--- src/rtl/i2cm_pkg.sv ---
// Package for the I2C master byte engine: operation codes, field widths
// and the item and result structs shared by the engine core and the top level.
// No dependencies.
`default_nettype none

package i2cm_pkg;

	localparam int UNIT_W    = 10;
	localparam int DELAY_W   = 12;
	localparam int BYTE_W    = 8;
	localparam int OP_W      = 3;
	localparam int BITCNT_W  = 4;
	localparam int POLL_W    = 8;
	localparam int POLL_LIMIT_DEF = 250;

	localparam logic [UNIT_W-1:0] UNIT_DELAY_RST = UNIT_W'(1);

	typedef enum logic [OP_W-1:0] {
		OP_TICK  = 3'd0,
		OP_START = 3'd1,
		OP_STOP  = 3'd2,
		OP_WRITE = 3'd3,
		OP_READ  = 3'd4,
		OP_WACK  = 3'd5
	} op_t;

	typedef struct packed {
		logic [OP_W-1:0]   operation;
		logic [BYTE_W-1:0] write_data;
		logic              send_ack;
		logic              sda_in;
	} cmd_t;

	typedef struct packed {
		logic              scl_out;
		logic              sda_out;
		logic              busy_res;
		logic              done_res;
		logic [BYTE_W-1:0] read_data;
		logic              ack_failed;
	} res_t;

endpackage

`default_nettype wire

--- src/rtl/i2cm_if.sv ---
// Valid/ready channel interfaces for command beats, result beats and
// configuration writes. Depends on i2cm_pkg.
`default_nettype none

interface i2cm_cmd_if
	import i2cm_pkg::*;
();
	logic              valid;
	logic              ready;
	logic [OP_W-1:0]   operation;
	logic [BYTE_W-1:0] write_data;
	logic              send_ack;
	logic              sda_in;

	modport source (output valid, output operation, output write_data,
		output send_ack, output sda_in, input ready);
	modport sink (input valid, input operation, input write_data,
		input send_ack, input sda_in, output ready);
endinterface

interface i2cm_res_if
	import i2cm_pkg::*;
();
	logic              valid;
	logic              ready;
	logic              scl_out;
	logic              sda_out;
	logic              busy_res;
	logic              done_res;
	logic [BYTE_W-1:0] read_data;
	logic              ack_failed;

	modport source (output valid, output scl_out, output sda_out, output busy_res,
		output done_res, output read_data, output ack_failed, input ready);
	modport sink (input valid, input scl_out, input sda_out, input busy_res,
		input done_res, input read_data, input ack_failed, output ready);
endinterface

interface i2cm_cfg_if
	import i2cm_pkg::*;
();
	logic              valid;
	logic              ready;
	logic [UNIT_W-1:0] unit_delay;

	modport source (output valid, output unit_delay, input ready);
	modport sink (input valid, input unit_delay, output ready);
endinterface

`default_nettype wire

--- src/rtl/i2cm_core.sv ---
// Bus sequencer of the I2C master: phase state, delay, bit and poll counters,
// shift register and driven line levels, advanced once per accepted beat.
// Depends on i2cm_pkg.
`default_nettype none

module i2cm_core
	import i2cm_pkg::*;
#(
	parameter int POLL_LIMIT = POLL_LIMIT_DEF
) (
	input  wire logic              clk,
	input  wire logic              arst_n,
	input  wire logic              accept,
	input  wire logic [UNIT_W-1:0] unit_delay,
	input  wire cmd_t              cmd,
	output res_t                   res
);

	typedef enum logic [3:0] {
		PH_IDLE, PH_ST_A, PH_ST_B, PH_SP_A, PH_SP_B, PH_WR_SETUP, PH_WR_HIGH,
		PH_WR_LOW, PH_RD_LOW, PH_RD_HIGH, PH_AK_LOW, PH_AK_HIGH, PH_WA_A,
		PH_WA_B, PH_WA_POLL
	} phase_t;

	localparam logic [POLL_W-1:0]   POLL_MAX = POLL_W'(POLL_LIMIT);
	localparam logic [BITCNT_W-1:0] BITS     = BITCNT_W'(BYTE_W);

	phase_t              phase_q, phase_d;
	logic [BITCNT_W-1:0] bitcnt_q, bitcnt_d, bitcnt_inc;
	logic [BYTE_W-1:0]   shift_q, shift_d;
	logic [DELAY_W-1:0]  dly_q, dly_d, dly_dec;
	logic [POLL_W-1:0]   poll_q, poll_d;
	logic                scl_q, scl_d, sda_q, sda_d;
	logic                ackm_q, ackm_d, tmo_q, tmo_d;
	logic [BYTE_W-1:0]   rx_q, rx_d;
	logic                done;
	logic [UNIT_W-1:0]   unit;
	logic [DELAY_W-1:0]  d1, d2, d4;

	// zero unit delay counts as one
	assign unit = (unit_delay == '0) ? UNIT_W'(1) : unit_delay;
	assign d1   = DELAY_W'(unit);
	assign d2   = DELAY_W'({unit, 1'b0});
	assign d4   = DELAY_W'({unit, 2'b00});

	assign dly_dec    = (dly_q != '0) ? dly_q - DELAY_W'(1) : dly_q;
	assign bitcnt_inc = bitcnt_q + BITCNT_W'(1);

	always_comb begin
		phase_d  = phase_q;
		bitcnt_d = bitcnt_q;
		shift_d  = shift_q;
		dly_d    = dly_q;
		poll_d   = poll_q;
		scl_d    = scl_q;
		sda_d    = sda_q;
		ackm_d   = ackm_q;
		tmo_d    = tmo_q;
		rx_d     = rx_q;
		done     = 1'b0;
		if (phase_q == PH_IDLE) begin
			case (cmd.operation)
				OP_START: begin
					sda_d = 1'b1; scl_d = 1'b1; dly_d = d4; phase_d = PH_ST_A;
				end
				OP_STOP: begin
					scl_d = 1'b0; sda_d = 1'b0; dly_d = d4; phase_d = PH_SP_A;
				end
				OP_WRITE: begin
					scl_d = 1'b0; bitcnt_d = '0;
					sda_d = cmd.write_data[BYTE_W-1];
					shift_d = {cmd.write_data[BYTE_W-2:0], 1'b0};
					dly_d = d2; phase_d = PH_WR_SETUP;
				end
				OP_READ: begin
					sda_d = 1'b1; scl_d = 1'b0; bitcnt_d = '0; shift_d = '0;
					ackm_d = cmd.send_ack; dly_d = d2; phase_d = PH_RD_LOW;
				end
				OP_WACK: begin
					sda_d = 1'b1; poll_d = '0; tmo_d = 1'b0;
					dly_d = d1; phase_d = PH_WA_A;
				end
				default: ;
			endcase
		end else if (phase_q == PH_WA_POLL || (phase_q == PH_WA_B && dly_dec == '0)) begin
			// poll SDA once per beat: low is an ack, too many highs end in a stop
			if (phase_q == PH_WA_B) dly_d = dly_dec;
			phase_d = PH_WA_POLL;
			if (!cmd.sda_in) begin
				scl_d = 1'b0; tmo_d = 1'b0; phase_d = PH_IDLE; done = 1'b1;
			end else if (poll_q >= POLL_MAX) begin
				tmo_d = 1'b1;
				scl_d = 1'b0; sda_d = 1'b0; dly_d = d4; phase_d = PH_SP_A;
			end else begin
				poll_d = poll_q + POLL_W'(1);
			end
		end else begin
			dly_d = dly_dec;
			if (dly_dec == '0) begin
				case (phase_q)
					PH_ST_A: begin
						sda_d = 1'b0; dly_d = d4; phase_d = PH_ST_B;
					end
					PH_ST_B: begin
						scl_d = 1'b0; phase_d = PH_IDLE; done = 1'b1;
					end
					PH_SP_A: begin
						scl_d = 1'b1; sda_d = 1'b1; dly_d = d4; phase_d = PH_SP_B;
					end
					PH_SP_B: begin
						phase_d = PH_IDLE; done = 1'b1;
					end
					PH_WR_SETUP: begin
						scl_d = 1'b1; dly_d = d2; phase_d = PH_WR_HIGH;
					end
					PH_WR_HIGH: begin
						scl_d = 1'b0; dly_d = d2; phase_d = PH_WR_LOW;
					end
					PH_WR_LOW: begin
						bitcnt_d = bitcnt_inc;
						if (bitcnt_inc >= BITS) begin
							phase_d = PH_IDLE; done = 1'b1;
						end else begin
							sda_d = shift_q[BYTE_W-1];
							shift_d = {shift_q[BYTE_W-2:0], 1'b0};
							dly_d = d2; phase_d = PH_WR_SETUP;
						end
					end
					PH_RD_LOW: begin
						scl_d = 1'b1;
						shift_d = {shift_q[BYTE_W-2:0], cmd.sda_in};
						dly_d = d1; phase_d = PH_RD_HIGH;
					end
					PH_RD_HIGH: begin
						bitcnt_d = bitcnt_inc; scl_d = 1'b0; dly_d = d2;
						if (bitcnt_inc < BITS) begin
							phase_d = PH_RD_LOW;
						end else begin
							sda_d = !ackm_q; phase_d = PH_AK_LOW;
						end
					end
					PH_AK_LOW: begin
						scl_d = 1'b1; dly_d = d2; phase_d = PH_AK_HIGH;
					end
					PH_AK_HIGH: begin
						scl_d = 1'b0; rx_d = shift_q; phase_d = PH_IDLE; done = 1'b1;
					end
					PH_WA_A: begin
						scl_d = 1'b1; dly_d = d1; phase_d = PH_WA_B;
					end
					default: phase_d = PH_IDLE;
				endcase
			end
		end
	end

	always_ff @(posedge clk or negedge arst_n) begin
		if (!arst_n) begin
			phase_q  <= PH_IDLE;
			bitcnt_q <= '0;
			shift_q  <= '0;
			dly_q    <= '0;
			poll_q   <= '0;
			scl_q    <= 1'b1;
			sda_q    <= 1'b1;
			ackm_q   <= 1'b0;
			tmo_q    <= 1'b0;
			rx_q     <= '0;
		end else if (accept) begin
			phase_q  <= phase_d;
			bitcnt_q <= bitcnt_d;
			shift_q  <= shift_d;
			dly_q    <= dly_d;
			poll_q   <= poll_d;
			scl_q    <= scl_d;
			sda_q    <= sda_d;
			ackm_q   <= ackm_d;
			tmo_q    <= tmo_d;
			rx_q     <= rx_d;
		end
	end

	always_comb begin
		res.scl_out    = scl_d;
		res.sda_out    = sda_d;
		res.busy_res   = (phase_d != PH_IDLE);
		res.done_res   = done;
		res.read_data  = rx_d;
		res.ack_failed = tmo_d;
	end

`ifndef SYNTH
	a_done_not_busy: assert property (@(posedge clk) disable iff (!arst_n)
		res.done_res |-> !res.busy_res)
		else $error("done raised while still busy");
	a_write_start: assert property (@(posedge clk) disable iff (!arst_n)
		accept && phase_q == PH_IDLE && cmd.operation == OP_WRITE
		|=> phase_q == PH_WR_SETUP && !scl_q)
		else $error("write byte did not enter its setup phase");
	a_poll_scl_high: assert property (@(posedge clk) disable iff (!arst_n)
		phase_q == PH_WA_POLL |-> scl_q)
		else $error("SCL low while polling for ack");
	a_bitcnt_range: assert property (@(posedge clk) disable iff (!arst_n)
		bitcnt_q <= BITS)
		else $error("bit counter past a byte");
	a_hold_idle: assert property (@(posedge clk) disable iff (!arst_n)
		!accept |=> $stable(phase_q) && $stable(dly_q))
		else $error("sequencer moved without a beat");
`endif

endmodule

`default_nettype wire

--- src/rtl/i2c_master_byte_engine_unit.sv ---
// Top level of the I2C master byte engine: configuration register, engine
// core and result output register. Depends on i2cm_pkg, the channel
// interfaces and i2cm_core.
//
// Each command beat is one bus tick: a start, stop, write byte, read byte or
// wait ack beat begins a sequence when the engine is idle, any other beat
// (and any command while busy) just advances the running sequence by one
// tick. Every accepted beat yields exactly one result beat carrying the SCL
// and SDA levels to drive (1 means released), busy and done flags, the last
// received byte and the ack timeout flag. The engine takes one beat per
// clock; the result of a beat appears in the output register on the next
// clock and a new command beat is taken in the same cycle that the held
// result is taken, so a stalled result sink only pauses the command side.
// Bus phase lengths are multiples of unit_delay ticks (0 counts as 1); write
// unit_delay only while no sequence is in progress.
`default_nettype none

module i2c_master_byte_engine_unit
	import i2cm_pkg::*;
#(
	parameter int POLL_LIMIT = POLL_LIMIT_DEF
) (
	input  wire logic   clk,
	input  wire logic   arst_n,
	i2cm_cmd_if.sink    cmd,
	i2cm_res_if.source  res,
	i2cm_cfg_if.sink    cfg
);

	logic              accept;
	logic [UNIT_W-1:0] unit_delay_q;
	cmd_t              cmd_beat;
	res_t              res_next;
	res_t              res_q;
	logic              res_valid_q;

	// configuration is always taken
	assign cfg.ready = 1'b1;

	always_ff @(posedge clk or negedge arst_n) begin
		if (!arst_n) begin
			unit_delay_q <= UNIT_DELAY_RST;
		end else if (cfg.valid) begin
			unit_delay_q <= cfg.unit_delay;
		end
	end

	// take a command beat when the output register is empty or being drained
	assign cmd.ready = !res_valid_q || res.ready;
	assign accept    = cmd.valid && cmd.ready;

	always_comb begin
		cmd_beat.operation  = cmd.operation;
		cmd_beat.write_data = cmd.write_data;
		cmd_beat.send_ack   = cmd.send_ack;
		cmd_beat.sda_in     = cmd.sda_in;
	end

	i2cm_core #(
		.POLL_LIMIT (POLL_LIMIT)
	) u_core (
		.clk        (clk),
		.arst_n     (arst_n),
		.accept     (accept),
		.unit_delay (unit_delay_q),
		.cmd        (cmd_beat),
		.res        (res_next)
	);

	// hold the result until the sink takes it; load a new one on every accept
	always_ff @(posedge clk or negedge arst_n) begin
		if (!arst_n) begin
			res_valid_q <= 1'b0;
		end else if (accept) begin
			res_valid_q <= 1'b1;
		end else if (res.ready) begin
			res_valid_q <= 1'b0;
		end
	end

	always_ff @(posedge clk) begin
		if (accept) begin
			res_q <= res_next;
		end
	end

	assign res.valid      = res_valid_q;
	assign res.scl_out    = res_q.scl_out;
	assign res.sda_out    = res_q.sda_out;
	assign res.busy_res   = res_q.busy_res;
	assign res.done_res   = res_q.done_res;
	assign res.read_data  = res_q.read_data;
	assign res.ack_failed = res_q.ack_failed;

`ifndef SYNTH
	a_out_hold: assert property (@(posedge clk) disable iff (!arst_n)
		res.valid && !res.ready |=> res.valid && $stable(res_q))
		else $error("result dropped while stalled");
	a_accept_loads: assert property (@(posedge clk) disable iff (!arst_n)
		accept |=> res.valid)
		else $error("accepted beat gave no result");
	a_no_overrun: assert property (@(posedge clk) disable iff (!arst_n)
		res_valid_q && !res.ready |-> !cmd.ready)
		else $error("command taken over a held result");
`endif

endmodule

`default_nettype wire

--- src/flat_wrapper.sv ---
// flat-port wrapper written by rule: the top's interface ports become plain ports
module i2c_master_byte_engine_unit_flat import i2cm_pkg::*;
#(
	parameter int POLL_LIMIT = POLL_LIMIT_DEF
)
  (clk, arst_n, cmd_valid, cmd_operation, cmd_write_data, cmd_send_ack, cmd_sda_in, cmd_ready, res_valid, res_scl_out, res_sda_out, res_busy_res, res_done_res, res_read_data, res_ack_failed, res_ready, cfg_valid, cfg_unit_delay, cfg_ready);
  i2cm_cmd_if cmd_i ();
  i2cm_res_if res_i ();
  i2cm_cfg_if cfg_i ();
  input  wire logic clk;
  input  wire logic arst_n;
  input wire logic [$bits(cmd_i.valid)-1:0] cmd_valid;
  input wire logic [$bits(cmd_i.operation)-1:0] cmd_operation;
  input wire logic [$bits(cmd_i.write_data)-1:0] cmd_write_data;
  input wire logic [$bits(cmd_i.send_ack)-1:0] cmd_send_ack;
  input wire logic [$bits(cmd_i.sda_in)-1:0] cmd_sda_in;
  output wire logic [$bits(cmd_i.ready)-1:0] cmd_ready;
  output wire logic [$bits(res_i.valid)-1:0] res_valid;
  output wire logic [$bits(res_i.scl_out)-1:0] res_scl_out;
  output wire logic [$bits(res_i.sda_out)-1:0] res_sda_out;
  output wire logic [$bits(res_i.busy_res)-1:0] res_busy_res;
  output wire logic [$bits(res_i.done_res)-1:0] res_done_res;
  output wire logic [$bits(res_i.read_data)-1:0] res_read_data;
  output wire logic [$bits(res_i.ack_failed)-1:0] res_ack_failed;
  input wire logic [$bits(res_i.ready)-1:0] res_ready;
  input wire logic [$bits(cfg_i.valid)-1:0] cfg_valid;
  input wire logic [$bits(cfg_i.unit_delay)-1:0] cfg_unit_delay;
  output wire logic [$bits(cfg_i.ready)-1:0] cfg_ready;
  assign cmd_i.valid = cmd_valid;
  assign cmd_i.operation = cmd_operation;
  assign cmd_i.write_data = cmd_write_data;
  assign cmd_i.send_ack = cmd_send_ack;
  assign cmd_i.sda_in = cmd_sda_in;
  assign cmd_ready = cmd_i.ready;
  assign res_valid = res_i.valid;
  assign res_scl_out = res_i.scl_out;
  assign res_sda_out = res_i.sda_out;
  assign res_busy_res = res_i.busy_res;
  assign res_done_res = res_i.done_res;
  assign res_read_data = res_i.read_data;
  assign res_ack_failed = res_i.ack_failed;
  assign res_i.ready = res_ready;
  assign cfg_i.valid = cfg_valid;
  assign cfg_i.unit_delay = cfg_unit_delay;
  assign cfg_ready = cfg_i.ready;
  i2c_master_byte_engine_unit #(.POLL_LIMIT(POLL_LIMIT)) u_core (.clk(clk), .arst_n(arst_n), .cmd(cmd_i), .res(res_i), .cfg(cfg_i));
endmodule
--- config.mk ---
export PLATFORM = sky130hd
export DESIGN_NAME = i2c_master_byte_engine_unit_flat
export DESIGN_NICKNAME = d
export VERILOG_FILES = /design/src/rtl/i2cm_pkg.sv /design/src/rtl/i2cm_if.sv /design/src/rtl/i2cm_core.sv /design/src/rtl/i2c_master_byte_engine_unit.sv /design/src/flat_wrapper.sv
export SDC_FILE = /design/constraint.sdc
export NUM_CORES = 1
export LEC_CHECK = 0
export ABC_AREA = 1
export BUFFER_PORTS_ARGS = -buffer_cell sky130_fd_sc_hd__buf_2
export CAP_MARGIN = 25
export CORE_ASPECT_RATIO = 0.8
export CORE_UTILIZATION = 55
export CTS_BUF_LIST = sky130_fd_sc_hd__clkbuf_4
export CTS_CLUSTER_DIAMETER = 60
export DETAILED_ROUTE_END_ITERATION = 10
export PLACE_DENSITY = 0.77
export REMOVE_ABC_BUFFERS = 1
export SLEW_MARGIN = 20
export SYNTH_ARGS = -nofsm -noshare
export SYNTH_HDL_FRONTEND = slang
export SYNTH_SLANG_ARGS = --single-unit
--- constraint.sdc ---
create_clock -name clk -period 2.42 [get_ports clk]
set_input_delay 0.121 -clock clk [delete_from_list [all_inputs] [get_ports clk]]
set_output_delay 0.121 -clock clk [all_outputs]
set_load 0.05 [all_outputs]
==> metrics.md <==
| Metric | Value |
|---|---|
| Status | finished with violations |
| Failing checks | setup timing |
| Area Growth Syn to Fin | 26.6% |
| # setup viols final | 12 |
| Post-synthesis sequential area ratio | between 30 and 40% |
| Largest family of logic cells by synthesized area | simple AND/OR/NAND/NOR gates |
| FF-to-FF End | u_core.u_core.dly_q[11] |
| Worst Skew | 44.2 ps |
| # port buffers | 42 |
| Primary FF master, synth | dfrtp_1 |
| GRT Util Overall | about a third |
| Die Y | 87.9 um |
| Yosys reg bits | 72 |
| Nets | between 800 and 900 |
| Final GP Congestion | 0.990 |
| Remaining DRCs | 0 |
| Pwr dens | approximately 1000 nW/um^2 |
| DR vias/cell | 5.79 |
| MaxCap Viol Count | 0 |
| CP Launch Type | flop |
| Clk buf depth | 2 |
| Final Max Slew Viols | 0 |
| Final hold violation count | 0 |
| Adder-cell share of the synthesized area | under 10% |
| Ports | 44 |
| Complex-gate fraction of the synthesized area | 16.4% |
| Met1 GRT Util | 51.9% |
| Clock Sink Count | 72 |
| Overflow after GRT | 0 |
| CP Capture Point | u_core.u_core.dly_q[11] |
| GRT met3 Usage | 7.44% |
| Cell Area, Synth | 5070 um^2 |
| Worst-Skew Late Latency | 470 ps |
| Rows | 30 |
| Cell leakage power | 3.08 nW |
| Antenna diode count | 0 |
| Commonest non-fill, non-tap cells in the layout | 216 x nand2_1, 81 x nor2_1, 72 x inv_1, 67 x o21ai_0, 62 x buf_4 |
| CTS tree | done |
| Multiplexer share of the synthesized area | 0.222% |
| Post-synth top area cell | dfrtp_1 |
| Yosys cell types | 48 |
| Worst R2R Setup Slack | -100 ps |
| Worst reg2reg startpoint | u_core.u_core.dly_q[5] |
| Post-synth EDFFs | 13 |
| Worst Hold Class | primary input to flop |
| Final min period | 2520 ps |
| PnR worst setup slack | -98.2 ps |
| Htree depth | 3 |
| Number of global-route vias before repair | 5092 |
| Ys Warns | 0 |
| Die X | 109 um |
| Initial antenna violation count | 0 |
| Worst Path Max Fanout | 5 |
| Tcrit/Tclk final | 104% |
| DIE AREA | 9610 um^2 |
| WHS | 34.5 ps |
| Actual slew at the worst max-slew pin | 679 ps |
| DR WL/cell | 16.7 um |
| Slew margin rel. | 54.7% |
| Drt pass-1 iters | 7 |
| Total power | about 0.0066 W |
| Worst Setup SP | u_core.u_core.dly_q[5] |
| Most Used Layer, Global Route | met1 |
| CP Capture Type | flop |
| Avg Inst Size Synth | 6.71 um^2 |
| Crit path kind | flop to flop |
| Initial Util | 58.2% |
| Post-Synth Simple-Gate Area | 34.6% |
| CORE AREA | 8710 um^2 |
| Peak VDD IR | ~0.00075 V |
| Share of cells above drive strength 1 | 22.9% |
| Largest net degree at the start of global routing | 31 |
| Starting DRT DRC Count | 713 |
| Global-route wire length before repair | 25.0 mm |
| Via count | ~5700 |
| Data required, critical path | approximately 2800 ps |
| Area contributors post-synth | dfrtp_1 28%, nand2_1 17%, edfxtp_1 7.7% |
| XOR/XNOR share of the synthesized area | 1.73% |
| Root buffer cell | clkbuf_4 |
| Commonest non-fill, non-tap cell in the layout | nand2_1 |
| Post-DP HPWL | 11.2 mm |
| R2R depth | 14 |
| Worst-path clk slew | 160 ps |
| Num CTS Buffers | 9 |
| Wirelength, routed | between 15 and 20 mm |
| Antenna Nets Post-Route | 0 |
| RSZ-0062 raised after global routing | true |
| Ys async rst share | 81.9% |
| Fmax | 0.397 GHz |
| Critical path arrival | about 2800 ps |
| Post-synth top area share | around 28% |
| Met2 GRT Util | 50.0% |
| Cell count after synthesis | ~760 |
[cell usage after synthesis (6+ instances only)]
library cell,count
ha_1,6
o21ai_0,76
nand2_1,235
nor3_1,7
dfrtp_1,56
nand3_1,49
nand2_2,7
nor2_1,85
inv_1,75
xor2_1,8
edfxtp_1,13
clkbuf_1,18
a21oi_1,19
o22ai_1,10
a31oi_1,15
nand4_1,12
[through the flow]
| stage | util, % | area, um^2 | setup WS, ps | setup TNS (ps) | std cells |
|---|---|---|---|---|---|
| 2_1_floorplan | - | 4930 | -836 | -13230 | 728 |
| 4_1_cts | 70.3 | 6120 | 6.11 | 0 | 971 |
| 5_1_grt | 73.8 | 6420 | -172 | -2290 | 982 |
| 3_5_place_dp | 65.8 | 5730 | -122 | -1000 | 938 |
| 6_report | 73.8 | 6420 | -98.2 | -458 | 982 |
| 3_3_place_gp | 65.8 | 5730 | -49.3 | -49.3 | 938 |
[worst min path at each step]
| stage | start | to | slack [ps] | cells after the start |
|---|---|---|---|---|
| CTS | cfg_valid | u_core.unit_delay_q[0] | 20 | 3 |
| global route | cmd_write_data[5] | u_core.u_core.shift_q[6] | 40 | 5 |
| detailed placement | arst_n | u_core.u_core.poll_q[4] | 190 | 1 |
| finish | cfg_valid | u_core.unit_delay_q[0] | 30 | 3 |
| global placement | arst_n | u_core.u_core.poll_q[4] | 180 | 1 |
| floorplan | arst_n | u_core.res.valid | -170 | 0 |
[metal layers]
layer / vias up / wire length, um
li1: 2712 / -
met1: 2608 / 7370
met2: 340 / 7080
met3: 24 / 1760
met4: 0 / 199
met5: - / 0
[logic make-up after synthesis]
family / count (synthesis)
compound gates: 146
buf+inv: 107
simple gates: 413
other cells: 1
fa+ha+maj: 6
flops: 72
xor+xnor: 10
mux: 1
[timing repair]
item	CTS	global route
endpoints found under the setup margin	43	58
resized for setup	15	61
cloned	1	0
pin swaps	5	11
hold buffers	13	0
buffers inserted	3	11
endpoints found under the hold margin	39	0
[state kept, by name, indices dropped and copies added (netlist names)]
signal and count:
u_core.res.valid 1, u_core.u_core.phase_q 4, u_core.u_core.rx_q 8, u_core.res.done_res 1, u_core.res.ack_failed 1, u_core.u_core.shift_q 8, u_core.unit_delay_q 10, u_core.u_core.dly_q 12
u_core.res.sda_out 1, u_core.u_core.ackm_q 1, u_core.u_core.sda_q 1, u_core.res.busy_res 1, u_core.u_core.tmo_q 1, u_core.u_core.poll_q 8, u_core.u_core.bitcnt_q 4, u_core.res.read_data 8
u_core.u_core.scl_q 1, u_core.res.scl_out 1
[layout make-up]
class,count,area [um^2]
clock buffers,10,75.1
clock inverters,6,108
fillers,703,2280
inverters,79,302
multi-input cells,578,3010
flip-flops and latches,72,1870
well taps,112,140
repair buffers,125,922
[critical path, cell delays in order, from the launching register on]
cell	delay (ps)
dfrtp_1	440
nor2_1	230
nand2_1	170
nor2_4	140
nand3_1	130
nand3_4	130
nand2_4	50
nor2_4	160
nand4_1	110
nand2_2	160
inv_2	100
nand2_4	100
nor2_1	70
nor2_1	270
nor2_1	100
[where the power goes]
group | internal [W] | total, W | switching, W
clock | 0.000531 | 0.00100 | 0.000472
combinational | 0.00145 | 0.00378 | 0.00233
sequential | 0.00155 | 0.00184 | 0.000292
total | 0.00353 | 0.00663 | 0.00310
No activity file was read; power rests on OpenSTA's default activity.
